File: src/sv/tdm_pkg.sv
package tdm_pkg;

  localparam int unsigned VelW   = 16;  // Q3.12 twist fields
  localparam int unsigned TimeW  = 20;  // elapsed time, 2^-20 s
  localparam int unsigned CmdW   = 16;  // Q1.14 track commands
  localparam int unsigned MulAW  = 21;  // shared multiplier, signed operand A
  localparam int unsigned MulBW  = 17;  // shared multiplier, signed operand B
  localparam int unsigned ProdW  = MulAW + MulBW;
  localparam int unsigned SideW  = 19;  // side velocity, Q.12
  localparam int unsigned RawW   = 26;  // raw side command, Q1.14 unbounded
  localparam int unsigned DivQW  = 15;  // scaled quotient, at most 16384
  localparam int unsigned OneSh  = 14;  // Q1.14 binary point
  localparam int unsigned DivW   = RawW + OneSh;
  localparam int unsigned StepW  = 17;  // slew step, at most 32768
  localparam int unsigned StepMax = 32768;
  localparam int unsigned OneQ14 = 16384;
  localparam int unsigned AddrW  = 5;
  localparam int unsigned DataW  = 32;

  typedef enum logic [2:0] {
    MUL_SPOT,
    MUL_TURN,
    MUL_LEFT,
    MUL_RIGHT,
    MUL_STEP
  } mul_sel_e;

  typedef struct packed {
    logic [14:0] threshold;
    logic [15:0] bias;
    logic [15:0] gain;
    logic [15:0] half_track;
    logic [14:0] deadband;
    logic [15:0] ramp;
  } cfg_t;

  typedef struct packed {
    logic     load;
    logic     mul_en;
    mul_sel_e mul_sel;
    logic     spot_upd;
    logic     side_upd;
    logic     raw_l_upd;
    logic     raw_r_upd;
    logic     step_upd;
    logic     max_upd;
    logic     div_load;
    logic     div_side;
    logic     div_step;
    logic     div_store;
    logic     finish;
  } cmd_t;

  typedef struct packed {
    logic scale;
  } sts_t;

  // Shift right with rounding to nearest, ties away from zero.
  function automatic logic signed [ProdW-1:0] round_shr(input logic signed [ProdW-1:0] p,
                                                        input int unsigned sh);
    logic [ProdW-1:0] mag;
    logic [ProdW-1:0] r;
    mag = p[ProdW-1] ? ProdW'(-p) : ProdW'(p);
    r = (mag + (ProdW'(1) << (sh - 1))) >> sh;
    return p[ProdW-1] ? -$signed(r) : $signed(r);
  endfunction

endpackage

File: src/sv/track_drive_mixer.sv
// Track drive mixer: turns one twist request (linear_vel_i, angular_vel_i,
// both Q3.12) plus elapsed_time_i into left/right track commands in Q1.14.
// Input channel: in_valid_i/in_ready_o; output channel: out_valid_o/out_ready_i.
// Registers sit on an APB port (psel ... pready), one 32-bit word per register.
// Flow: one request at a time. When either side exceeds one, both sides are
// scaled down by the larger magnitude in the shared restoring divider, one
// side after the other. in_ready_o rises together with out_valid_o. The pace
// is set by the single shared 21x17 multiplier that runs five products in turn
// and by the one-bit-per-cycle divider.
// Reset loads the register defaults and clears the previous side commands
// that the slew limit works from.
// A stalled receiver holds the result in the output register; the next request
// is still taken and worked on, and waits at its last step until the output
// register frees up.
module track_drive_mixer (
  input  logic                             clk_i,
  input  logic                             rst_ni,
  input  logic                             in_valid_i,
  output logic                             in_ready_o,
  input  logic signed [tdm_pkg::VelW-1:0]  linear_vel_i,
  input  logic signed [tdm_pkg::VelW-1:0]  angular_vel_i,
  input  logic        [tdm_pkg::TimeW-1:0] elapsed_time_i,
  output logic                             out_valid_o,
  input  logic                             out_ready_i,
  output logic signed [tdm_pkg::CmdW-1:0]  left_cmd_o,
  output logic signed [tdm_pkg::CmdW-1:0]  right_cmd_o,
  input  logic                             psel,
  input  logic                             penable,
  input  logic                             pwrite,
  input  logic        [tdm_pkg::AddrW-1:0] paddr,
  input  logic        [tdm_pkg::DataW-1:0] pwdata,
  output logic        [tdm_pkg::DataW-1:0] prdata,
  output logic                             pready
);
  import tdm_pkg::*;

  cfg_t cfg;
  cmd_t cmd;
  sts_t sts;

  tdm_regs u_regs (
    .clk_i   (clk_i),
    .rst_ni  (rst_ni),
    .psel    (psel),
    .penable (penable),
    .pwrite  (pwrite),
    .paddr   (paddr),
    .pwdata  (pwdata),
    .prdata  (prdata),
    .pready  (pready),
    .cfg_o   (cfg)
  );

  tdm_ctrl u_ctrl (
    .clk_i       (clk_i),
    .rst_ni      (rst_ni),
    .in_valid_i  (in_valid_i),
    .in_ready_o  (in_ready_o),
    .out_valid_o (out_valid_o),
    .out_ready_i (out_ready_i),
    .sts_i       (sts),
    .cmd_o       (cmd)
  );

  tdm_dp u_dp (
    .clk_i          (clk_i),
    .rst_ni         (rst_ni),
    .cmd_i          (cmd),
    .cfg_i          (cfg),
    .linear_vel_i   (linear_vel_i),
    .angular_vel_i  (angular_vel_i),
    .elapsed_time_i (elapsed_time_i),
    .sts_o          (sts),
    .left_cmd_o     (left_cmd_o),
    .right_cmd_o    (right_cmd_o)
  );

endmodule

File: src/sv/tdm_regs.sv
module tdm_regs (
  input  logic                       clk_i,
  input  logic                       rst_ni,
  input  logic                       psel,
  input  logic                       penable,
  input  logic                       pwrite,
  input  logic [tdm_pkg::AddrW-1:0]  paddr,
  input  logic [tdm_pkg::DataW-1:0]  pwdata,
  output logic [tdm_pkg::DataW-1:0]  prdata,
  output logic                       pready,
  output tdm_pkg::cfg_t              cfg_o
);
  import tdm_pkg::*;

  typedef enum logic [2:0] {
    REG_THRESHOLD,
    REG_BIAS,
    REG_GAIN,
    REG_HALF_TRACK,
    REG_DEADBAND,
    REG_RAMP
  } reg_idx_e;

  cfg_t       cfg_q;
  logic [2:0] idx;
  logic       wr_en;

  assign idx    = paddr[AddrW-1:2];
  assign pready = 1'b1;
  assign wr_en  = psel && penable && pwrite && pready;
  assign cfg_o  = cfg_q;

  always_ff @(posedge clk_i or negedge rst_ni) begin
    if (!rst_ni) begin
      cfg_q.threshold  <= 15'd82;
      cfg_q.bias       <= 16'd4096;
      cfg_q.gain       <= 16'd4967;
      cfg_q.half_track <= 16'd5571;
      cfg_q.deadband   <= 15'd328;
      cfg_q.ramp       <= 16'd512;
    end else if (wr_en) begin
      unique case (idx)
        REG_THRESHOLD:  cfg_q.threshold  <= pwdata[14:0];
        REG_BIAS:       cfg_q.bias       <= pwdata[15:0];
        REG_GAIN:       cfg_q.gain       <= pwdata[15:0];
        REG_HALF_TRACK: cfg_q.half_track <= pwdata[15:0];
        REG_DEADBAND:   cfg_q.deadband   <= pwdata[14:0];
        REG_RAMP:       cfg_q.ramp       <= pwdata[15:0];
        default: ;
      endcase
    end
  end

  always_comb begin
    unique case (idx)
      REG_THRESHOLD:  prdata = DataW'(cfg_q.threshold);
      REG_BIAS:       prdata = DataW'(cfg_q.bias);
      REG_GAIN:       prdata = DataW'(cfg_q.gain);
      REG_HALF_TRACK: prdata = DataW'(cfg_q.half_track);
      REG_DEADBAND:   prdata = DataW'(cfg_q.deadband);
      REG_RAMP:       prdata = DataW'(cfg_q.ramp);
      default:        prdata = '0;
    endcase
  end

endmodule

File: src/sv/tdm_ctrl.sv
module tdm_ctrl (
  input  logic           clk_i,
  input  logic           rst_ni,
  input  logic           in_valid_i,
  output logic           in_ready_o,
  output logic           out_valid_o,
  input  logic           out_ready_i,
  input  tdm_pkg::sts_t  sts_i,
  output tdm_pkg::cmd_t  cmd_o
);
  import tdm_pkg::*;

  localparam int unsigned CntW = $clog2(DivQW);
  localparam logic [CntW-1:0] CntLast = CntW'(DivQW - 1);

  typedef enum logic [3:0] {
    S_IDLE,
    S_SPOT,
    S_SPOTW,
    S_TURN,
    S_SIDE,
    S_MUL_L,
    S_MUL_R,
    S_STEP,
    S_MAX,
    S_CHK,
    S_DLOAD,
    S_DIV,
    S_DSTORE,
    S_FIN
  } state_e;

  state_e          state_q, state_d;
  logic            in_ready_q, in_ready_d;
  logic            out_valid_q, out_valid_d;
  logic [CntW-1:0] cnt_q, cnt_d;
  logic            side_q, side_d;
  logic            out_free;

  assign in_ready_o  = in_ready_q;
  assign out_valid_o = out_valid_q;
  assign out_free    = !out_valid_q || out_ready_i;

  always_comb begin
    state_d     = state_q;
    in_ready_d  = in_ready_q;
    out_valid_d = out_valid_q;
    cnt_d       = cnt_q;
    side_d      = side_q;
    cmd_o       = '0;
    cmd_o.mul_sel  = MUL_SPOT;
    cmd_o.div_side = side_q;
    if (out_valid_q && out_ready_i) begin
      out_valid_d = 1'b0;
    end
    unique case (state_q)
      S_IDLE: begin
        if (in_valid_i && in_ready_q) begin
          cmd_o.load = 1'b1;
          in_ready_d = 1'b0;
          state_d    = S_SPOT;
        end
      end
      S_SPOT: begin
        cmd_o.mul_en  = 1'b1;
        cmd_o.mul_sel = MUL_SPOT;
        state_d       = S_SPOTW;
      end
      S_SPOTW: begin
        cmd_o.spot_upd = 1'b1;
        state_d        = S_TURN;
      end
      S_TURN: begin
        cmd_o.mul_en  = 1'b1;
        cmd_o.mul_sel = MUL_TURN;
        state_d       = S_SIDE;
      end
      S_SIDE: begin
        cmd_o.side_upd = 1'b1;
        state_d        = S_MUL_L;
      end
      S_MUL_L: begin
        cmd_o.mul_en  = 1'b1;
        cmd_o.mul_sel = MUL_LEFT;
        state_d       = S_MUL_R;
      end
      S_MUL_R: begin
        cmd_o.raw_l_upd = 1'b1;
        cmd_o.mul_en    = 1'b1;
        cmd_o.mul_sel   = MUL_RIGHT;
        state_d         = S_STEP;
      end
      S_STEP: begin
        cmd_o.raw_r_upd = 1'b1;
        cmd_o.mul_en    = 1'b1;
        cmd_o.mul_sel   = MUL_STEP;
        state_d         = S_MAX;
      end
      S_MAX: begin
        cmd_o.step_upd = 1'b1;
        cmd_o.max_upd  = 1'b1;
        state_d        = S_CHK;
      end
      S_CHK: begin
        side_d  = 1'b0;
        state_d = sts_i.scale ? S_DLOAD : S_FIN;
      end
      S_DLOAD: begin
        cmd_o.div_load = 1'b1;
        cnt_d          = '0;
        state_d        = S_DIV;
      end
      S_DIV: begin
        cmd_o.div_step = 1'b1;
        if (cnt_q == CntLast) begin
          state_d = S_DSTORE;
        end else begin
          cnt_d = cnt_q + 1'b1;
        end
      end
      S_DSTORE: begin
        cmd_o.div_store = 1'b1;
        if (!side_q) begin
          side_d  = 1'b1;
          state_d = S_DLOAD;
        end else begin
          state_d = S_FIN;
        end
      end
      S_FIN: begin
        // hold until the output register is free
        if (out_free) begin
          cmd_o.finish = 1'b1;
          out_valid_d  = 1'b1;
          in_ready_d   = 1'b1;
          state_d      = S_IDLE;
        end
      end
      default: state_d = S_IDLE;
    endcase
  end

  always_ff @(posedge clk_i or negedge rst_ni) begin
    if (!rst_ni) begin
      state_q     <= S_IDLE;
      in_ready_q  <= 1'b1;
      out_valid_q <= 1'b0;
      cnt_q       <= '0;
      side_q      <= 1'b0;
    end else begin
      state_q     <= state_d;
      in_ready_q  <= in_ready_d;
      out_valid_q <= out_valid_d;
      cnt_q       <= cnt_d;
      side_q      <= side_d;
    end
  end

endmodule

File: src/sv/tdm_dp.sv
module tdm_dp (
  input  logic                                clk_i,
  input  logic                                rst_ni,
  input  tdm_pkg::cmd_t                       cmd_i,
  input  tdm_pkg::cfg_t                       cfg_i,
  input  logic signed [tdm_pkg::VelW-1:0]     linear_vel_i,
  input  logic signed [tdm_pkg::VelW-1:0]     angular_vel_i,
  input  logic        [tdm_pkg::TimeW-1:0]    elapsed_time_i,
  output tdm_pkg::sts_t                       sts_o,
  output logic signed [tdm_pkg::CmdW-1:0]     left_cmd_o,
  output logic signed [tdm_pkg::CmdW-1:0]     right_cmd_o
);
  import tdm_pkg::*;

  localparam logic signed [ProdW-1:0] SatHi = ProdW'(2**(VelW-1) - 1);
  localparam logic signed [ProdW-1:0] SatLo = -ProdW'(2**(VelW-1));

  function automatic logic signed [VelW-1:0] sat_vel(input logic signed [ProdW-1:0] x);
    logic signed [VelW-1:0] r;
    if (x > SatHi) begin
      r = SatHi[VelW-1:0];
    end else if (x < SatLo) begin
      r = SatLo[VelW-1:0];
    end else begin
      r = x[VelW-1:0];
    end
    return r;
  endfunction

  function automatic logic signed [CmdW-1:0] dead_zone(input logic signed [CmdW-1:0] x,
                                                        input logic [14:0] db);
    logic [CmdW-1:0] mag;
    mag = x[CmdW-1] ? CmdW'(-x) : CmdW'(x);
    return (mag < CmdW'(db)) ? '0 : x;
  endfunction

  // Clamp target to prev plus or minus step.
  function automatic logic signed [CmdW-1:0] slew_lim(input logic signed [CmdW-1:0] tgt,
                                                       input logic signed [CmdW-1:0] prv,
                                                       input logic [StepW-1:0] st);
    logic signed [StepW:0] t;
    logic signed [StepW:0] p;
    logic signed [StepW:0] s;
    logic signed [StepW:0] lo;
    logic signed [StepW:0] hi;
    logic signed [CmdW-1:0] r;
    t  = (StepW+1)'(tgt);
    p  = (StepW+1)'(prv);
    s  = $signed({1'b0, st});
    lo = p - s;
    hi = p + s;
    if (t < lo) begin
      r = lo[CmdW-1:0];
    end else if (t > hi) begin
      r = hi[CmdW-1:0];
    end else begin
      r = tgt;
    end
    return r;
  endfunction

  logic signed [VelW-1:0]  v_q, w_q;
  logic        [TimeW-1:0] dt_q;
  logic signed [ProdW-1:0] prod_q;
  logic signed [SideW-1:0] vl_q, vr_q;
  logic signed [RawW-1:0]  ul_q, ur_q;
  logic        [RawW-1:0]  m_q;
  logic        [StepW-1:0] step_q;
  logic signed [CmdW-1:0]  l_q, r_q;
  logic        [DivW-1:0]  rem_q, dsr_q;
  logic        [DivQW-1:0] quo_q;
  logic signed [CmdW-1:0]  prev_l_q, prev_r_q;

  logic signed [MulAW-1:0] mul_a;
  logic signed [MulBW-1:0] mul_b;
  logic signed [ProdW-1:0] prod;
  logic signed [VelW:0]    v_ext;
  logic        [VelW:0]    v_mag;
  logic                    spot_hit;
  logic signed [SideW-1:0] turn;
  logic signed [SideW-1:0] v_side;
  logic        [RawW-1:0]  ul_mag, ur_mag, div_mag;
  logic        [ProdW-1:0] st_r;
  logic signed [CmdW-1:0]  q_ext, div_val;
  logic                    div_neg;
  logic signed [CmdW-1:0]  l_db, r_db;

  always_comb begin
    mul_a = '0;
    mul_b = '0;
    case (cmd_i.mul_sel)
      MUL_SPOT: begin
        mul_a = MulAW'(w_q);
        mul_b = MulBW'(cfg_i.bias);
      end
      MUL_TURN: begin
        mul_a = MulAW'(w_q);
        mul_b = MulBW'(cfg_i.half_track);
      end
      MUL_LEFT: begin
        mul_a = MulAW'(vl_q);
        mul_b = MulBW'(cfg_i.gain);
      end
      MUL_RIGHT: begin
        mul_a = MulAW'(vr_q);
        mul_b = MulBW'(cfg_i.gain);
      end
      MUL_STEP: begin
        mul_a = MulAW'(dt_q);
        mul_b = MulBW'(cfg_i.ramp);
      end
      default: ;
    endcase
  end

  assign prod = mul_a * mul_b;

  assign v_ext    = (VelW+1)'(v_q);
  assign v_mag    = v_ext[VelW] ? -v_ext : v_ext;
  assign spot_hit = v_mag < (VelW+1)'(cfg_i.threshold);

  assign turn   = SideW'(round_shr(prod_q, OneSh));
  assign v_side = SideW'(v_q);

  assign ul_mag  = ul_q[RawW-1] ? -ul_q : ul_q;
  assign ur_mag  = ur_q[RawW-1] ? -ur_q : ur_q;
  assign div_mag = cmd_i.div_side ? ur_mag : ul_mag;

  assign st_r = round_shr(prod_q, OneSh);

  assign q_ext   = $signed(CmdW'(quo_q));
  assign div_neg = cmd_i.div_side ? ur_q[RawW-1] : ul_q[RawW-1];
  assign div_val = div_neg ? -q_ext : q_ext;

  assign l_db = dead_zone(l_q, cfg_i.deadband);
  assign r_db = dead_zone(r_q, cfg_i.deadband);

  assign sts_o.scale = m_q > RawW'(OneQ14);
  assign left_cmd_o  = prev_l_q;
  assign right_cmd_o = prev_r_q;

  always_ff @(posedge clk_i) begin
    if (cmd_i.load) begin
      v_q  <= linear_vel_i;
      w_q  <= angular_vel_i;
      dt_q <= elapsed_time_i;
    end
    if (cmd_i.mul_en) begin
      prod_q <= prod;
    end
    if (cmd_i.spot_upd && spot_hit) begin
      v_q <= '0;
      w_q <= sat_vel(round_shr(prod_q, 12));
    end
    if (cmd_i.side_upd) begin
      vl_q <= v_side - turn;
      vr_q <= v_side + turn;
    end
    if (cmd_i.raw_l_upd) begin
      ul_q <= RawW'(round_shr(prod_q, 10));
    end
    if (cmd_i.raw_r_upd) begin
      ur_q <= RawW'(round_shr(prod_q, 10));
    end
    if (cmd_i.step_upd) begin
      step_q <= (st_r > ProdW'(StepMax)) ? StepW'(StepMax) : StepW'(st_r);
    end
    if (cmd_i.max_upd) begin
      m_q <= (ul_mag > ur_mag) ? ul_mag : ur_mag;
      l_q <= CmdW'(ul_q);
      r_q <= CmdW'(ur_q);
    end
    // restoring division of mag * 2^14 + m/2 by m, one quotient bit per cycle
    if (cmd_i.div_load) begin
      rem_q <= (DivW'(div_mag) << OneSh) + DivW'(m_q >> 1);
      dsr_q <= DivW'(m_q) << (DivQW - 1);
      quo_q <= '0;
    end
    if (cmd_i.div_step) begin
      if (rem_q >= dsr_q) begin
        rem_q <= rem_q - dsr_q;
        quo_q <= {quo_q[DivQW-2:0], 1'b1};
      end else begin
        quo_q <= {quo_q[DivQW-2:0], 1'b0};
      end
      dsr_q <= dsr_q >> 1;
    end
    if (cmd_i.div_store) begin
      if (cmd_i.div_side) begin
        r_q <= div_val;
      end else begin
        l_q <= div_val;
      end
    end
  end

  always_ff @(posedge clk_i or negedge rst_ni) begin
    if (!rst_ni) begin
      prev_l_q <= '0;
      prev_r_q <= '0;
    end else if (cmd_i.finish) begin
      prev_l_q <= slew_lim(l_db, prev_l_q, step_q);
      prev_r_q <= slew_lim(r_db, prev_r_q, step_q);
    end
  end

endmodule

File: config.mk
export PLATFORM = sky130hd
export DESIGN_NAME = track_drive_mixer
export DESIGN_NICKNAME = d
export VERILOG_FILES = /design/src/sv/tdm_pkg.sv /design/src/sv/track_drive_mixer.sv /design/src/sv/tdm_regs.sv /design/src/sv/tdm_ctrl.sv /design/src/sv/tdm_dp.sv
export SDC_FILE = /design/constraint.sdc
export NUM_CORES = 2
export LEC_CHECK = 0
export ABC_AREA = 1
export BUFFER_PORTS_ARGS = -buffer_cell sky130_fd_sc_hd__buf_2
export CORE_AREA = 5 5 388 390
export CTS_CLUSTER_SIZE = 24
export DETAILED_ROUTE_END_ITERATION = 10
export DIE_AREA = 0 0 393 395
export MAX_ROUTING_LAYER = met4
export PLACE_DENSITY = 0.52
export SKIP_CTS_REPAIR_TIMING = 1
export SLEW_MARGIN = 20
export SYNTH_ARGS = -nofsm -noshare
export SYNTH_HDL_FRONTEND = slang
export SYNTH_HIERARCHICAL = 1
export SYNTH_SLANG_ARGS = --single-unit
File: constraint.sdc
create_clock -name clk_i -period 18.9 [get_ports clk_i]
set_clock_uncertainty 0.2 [all_clocks]
set_input_delay 3.78 -clock clk_i [delete_from_list [all_inputs] [get_ports clk_i]]
set_output_delay 3.78 -clock clk_i [all_outputs]
set_load 0.02 [all_outputs]
Word-level counts from Yosys, hierarchy flattened
Index checks and enable logic that the tools add are counted.
{"block": "classes", "n_eq_ne": 27, "n_bitwise": 0, "mux": 68, "n_addsub": 22, "n_reduce_logical": 26, "shifts": 0, "n_mul": 1, "div_mod_pow": 0, "n_lt_le_gt_ge": 13}
{"cell": "$mux W16", "count": 19}
{"cell": "$mux W26", "count": 5}
{"cell": "$mux W40", "count": 3}
{"cell": "$mux W38", "count": 3}
{"cell": "$pmux W16 S6", "count": 1}
{"cell": "$pmux W21 S4", "count": 1}
{"cell": "$mux W39", "count": 2}
{"cell": "$neg A26 Y26", "count": 3}
{"cell": "$gt A38 B16 Y1 const B", "count": 2}
{"cell": "$pmux W16 S4", "count": 1}
{"cell": "$pmux W4 S14", "count": 1}
{"cell": "$add A40 B25 Y40", "count": 1}
{"cell": "$ge A40 B40 Y1", "count": 1}
{"cell": "$sub A40 B40 Y40", "count": 1}
{"cell": "$add A38 B12 Y38 const B", "count": 1}
{"cell": "$add A38 B14 Y38 const B", "count": 1}
{"cell": "$lt A38 B16 Y1 const B", "count": 1}
{"cell": "$mul A21 B17 Y38", "count": 1}
{"cell": "$neg A24 Y38", "count": 1}
{"cell": "$neg A26 Y38", "count": 1}
{"cell": "$neg A38 Y38", "count": 1}
{"cell": "$add A16 B18 Y18", "count": 2}
{"cell": "$add A36 B10 Y36 const B", "count": 1}
{"cell": "$gt A16 B18 Y1", "count": 2}
{"cell": "other kinds (39)", "count": 101}
{"block": "word_totals", "wordCells": 186, "n_memories": 0, "latchBits": 0, "mem_bits_ro": 0, "ramBits": 0, "ff_bits": 487, "output_inout_bits": 67, "inputBits": 96}

Longest topological paths before layout
{"block": "depth", "word_depth": 9, "mapped_depth": 44}

Hierarchy
Netlist, hierarchy kept.
{"module": "tdm_dp", "cells_each": 6081, "area_per_inst_um2": 45612.5, "instances": 1, "seq_area_each_um2": 10390.0}
{"module": "tdm_regs", "cells_each": 602, "area_per_inst_um2": 4699.5, "instances": 1, "seq_area_each_um2": 2381.0}
{"module": "tdm_ctrl", "cells_each": 112, "area_per_inst_um2": 750.7, "instances": 1, "seq_area_each_um2": 276.5}

Worst setup path after synthesis
Ideal clock, no wire load.
{"block": "synth_timing", "path_type": "in2out", "start": "input port paddr[4] (netlist bit)", "end": "output port prdata[11] (netlist bit)", "path_slack_ns": 10.224, "arrival_ns": 4.696, "t_required_ns": 14.920, "stages": 7, "path_cell_list": "buf_2 -> inv_2 -> nand3_4 -> clkbuf_1 -> nor2_1 -> a21oi_1 -> nand2_1"}
{"block": "synth_via", "elab_chain_len": 2}
{"item": "from (decl)", "line_no": "track_drive_mixer.sv:30", "text": "input logic [tdm_pkg::AddrW-1:0] paddr,"}
{"item": "$eq A3 B3 Y1, or another cell as far along", "line_no": "tdm_regs.sv:55", "text": "unique case (idx)"}
{"item": "$pmux W16 S6 *", "line_no": "tdm_regs.sv:55"}
{"item": "to (decl)", "line_no": "track_drive_mixer.sv:32", "text": "output logic [tdm_pkg::DataW-1:0] prdata,"}
Every way passes the cells marked *; elsewhere a longest branch is shown, timed or not.

==> metrics.md <==
| Metric | Value |
|---|---|
| Run status | `finished clean` |
| CP peak stage delay | `0.79 ns` |
| Finished Core Util | `38.0%` |
| Pins Over Slew Limit | `0` |
| Core region area | `147000 um^2` |
| Setup TNS | `0 ns` |
| Peak Freq | `87.1 MHz` |
| Detail Placement HPWL | `138000 um` |
| Setup Crit Path Kind | `reg -> reg` |
| Hold Crit Depth | `2` |
| Largest net degree at the start of global routing | `70` |
| Startpoint types | `register` |
| GRT overflow | `0` |
| Vias post-DR | `44.3k` |
| Die Span X | `393 um` |
| Async set-reset flop share out of synthesis | `28.2%` |
| CP required | `19.08 ns` |
| Mean Syn Cell Area | `7.51 um^2` |
| Mapped Cells | `6795` |
| Initial antenna violation count | `0` |
| Initial Utilization | `34.8%` |
| Worst Tran Pin Value | `1.11 ns` |
| Antenna-violating nets left | `0` |
| Top cells by area, synth | `edfxtp_1 15%, fa_1 13%, nand2_1 12%, ha_1 9.9%, inv_1 8.4%` |
| H-tree depth | `2` |
| Tightest Hold Check Type | `reg -> reg` |
| Final wirelength | `172000 um` |
| Most frequent cells in the layout | `1582 x nand2_1, 1142 x inv_1, 626 x nor2_1` |
| Die Height | `395 um` |
| CP arrival | `11.66 ns` |
| Share of layout cells above drive strength 1 | `6.85%` |
| Crit-path most repeated cell | `fa_1` |
| IO Port Bufs | `127` |
| Minimum clock period | `11.48 ns` |
| Total Routing Usage GR | `22.5%` |
| Drt first pass iters | `5` |
| Number of distinct library cells after synthesis | `69` |
| Clk pin slew, worst setup/hold paths | `0.06 ns` |
| Antenna diode count | `0` |
| Via density | `5.01` |
| Starting DRC count in detailed routing | `3149` |
| Filler cell count | `15.5k` |
| CP delay by family, top | `compound AO/OA/AOI/OAI gates` |
| Num CTS Buffers | `60` |
| EDFF count, synth | `260` |
| CP Max Fanout | `18` |
| Synth Register Bits | `486` |
| WP depth | `29` |
| Die footprint | `155000 um^2` |
| GPL Wtd Cong | `0.936` |
| Final nets | `7699` |
| Ys Warns | `6` |
| Max_slew headroom | `25.3%` |
| Root Buffer | `clkbuf_16` |
| Max Cap Viol | `0` |
| Post-Syn Area | `51100 um^2` |
| Synth area leader | `edfxtp_1` |
| Ys flop type | `edfxtp_1` |
| Crit. End Element | `register` |
| Commonest non-fill, non-tap cell in the layout | `nand2_1` |
| Seq/Total Area, Yosys | `25.6%` |
| Area delta synth->final | `9.33%` |
| Fin crit share | `60.8%` |
| Area fraction of the dominant cell type after synthesis | `15.3%` |
| Clock Tree Buf Depth | `3` |
| First-pass GRT wire length | `263000 um` |
| I/O Pins | `163` |
| FP Rows | `141` |
| # clock sinks | `486` |
| Reg2reg path depth | `29` |
| Vias in the first global route | `43.7k` |
| Unrepaired setup endpoints after global routing | `false` |
| CP max-delay cell | `clkinv_1` |
| Hold Fails Final Rpt | `0` |
| CTS tree | `built` |
| Final setup fails | `0` |
| WL/cell | `19.4 um` |
| Clk_lat worst skew | `0.69 ns` |
| Buffers and inverters on the worst path | `5` |
| DRC | `0` |
## worst paths after layout
path	slack (ns)	from	end
max	7.42	u_ctrl/state_q[3]$_DFFE_PN0P_	u_dp/prod_q[35]$_DFFE_PP_
min	0.28	u_regs/cfg_o[43]$_DFFE_PN1P_	u_regs/cfg_o[43]$_DFFE_PN1P_
max reg2reg	7.42	u_ctrl/state_q[3]$_DFFE_PN0P_	u_dp/prod_q[35]$_DFFE_PP_
min reg2reg	0.28	u_regs/cfg_o[43]$_DFFE_PN1P_	u_regs/cfg_o[43]$_DFFE_PN1P_
max in group asynchronous	13.92	rst_ni	u_regs/cfg_o[15]$_DFFE_PN0P_
min in group asynchronous	2.90	rst_ni	u_dp/right_cmd_o[9]$_DFFE_PN0P_
## logic make-up after synthesis
logic type,after synthesis,synth area share [%]
compound gates,1003,11.0
xor+xnor,359,6.30
fa+ha+maj,745,23.3
buf+inv,1379,10.4
flops,486,25.6
mux,11,0.216
other cells,3,0.0221
simple gates,2809,23.2
## worst reg2reg max path, delay by kind of cell, from the launching register on
family | cells | cell delay (ns)
xor gates and xnor gates | 1 | 0.52
adders and majority gates | 7 | 3.22
DFF | 1 | 0.44
AOI/OAI and AO/OA | 10 | 3.47
and+or+nand+nor | 6 | 1.71
buffers and inverters | 5 | 1.63
## synthesized netlist by cell type, types with 13 or more instances
cell      number
fa_1         343
nor3_1        57
inv_1       1142
nor2_2        35
ha_1         402
o211ai_1      48
dfxtp_1       89
a22o_1        31
nand2_1     1585
o21ai_1       36
clkbuf_1     146
nand3b_1      14
nor2_1       633
dfstp_2       24
buf_1         13
inv_2         20
nand3_1      264
o31ai_1       18
clkinv_1      15
xnor2_1       77
edfxtp_1     260
dfrtp_1      113
buf_2         14
o21bai_1      28
a21oi_1      342
nand4_1      112
nor4_1        16
xor2_1       274
a31oi_1       27
nand2_2       32
o21ai_0      406
buf_4         24
## registers in the layout (all words and copies together) (netlist names), 4 cells and up
| name | cells |
|---|---|
| u_dp/left_cmd_o | 16 |
| u_dp/dt_q | 20 |
| u_dp/quo_q | 15 |
| u_regs/cfg_o | 94 |
| u_dp/prod_q | 38 |
| u_dp/l_q | 16 |
| u_dp/step_q | 17 |
| u_dp/ul_q | 26 |
| u_dp/m_q | 26 |
| u_dp/rem_q | 40 |
| u_ctrl/state_q | 4 |
| u_dp/r_q | 16 |
| u_ctrl/cnt_q | 4 |
| u_dp/ur_q | 26 |
| u_dp/right_cmd_o | 16 |
| u_dp/vl_q | 19 |
| u_dp/v_q | 16 |
| u_dp/w_q | 16 |
| u_dp/dsr_q | 40 |
| u_dp/vr_q | 18 |
## cell type report
| type | instances | area (um^2) | area share [%] |
|---|---|---|---|
| Clock buffer | 72 | 1640 | 2.94 |
| Clock inverter | 41 | 373 | 0.668 |
| Inverter | 1178 | 4420 | 7.92 |
| Multi-Input combinational cell | 4945 | 32800 | 58.8 |
| Sequential cell | 486 | 13000 | 23.4 |
| Tap cell | 1930 | 2410 | 4.33 |
| Timing Repair Buffer | 187 | 1090 | 1.96 |
## stage by stage
stage                     worst slack [ns]  instances  cell area [um^2]  hold WS (ns)
after floorplan                      10.22       6810             51100         0.248
final                                 7.42       8839             55800         0.283
after CTS                             7.48       8839             55800         0.284
after global routing                  7.01       8839             55800         0.297
after detailed placement              7.53       8726             53800         0.275
after global placement                7.58       8726             53800         0.271
## layer usage
layer	global-route usage [%]	share of wire, %
met5	-	0
met4	6.11	3.0
met3	1.92	4.6
met1	29.9	45
met2	37.0	47
Power is left out: the tool's default activity adds up to more than one toggle a clock period on the data nets, which glitch-free logic cannot reach.
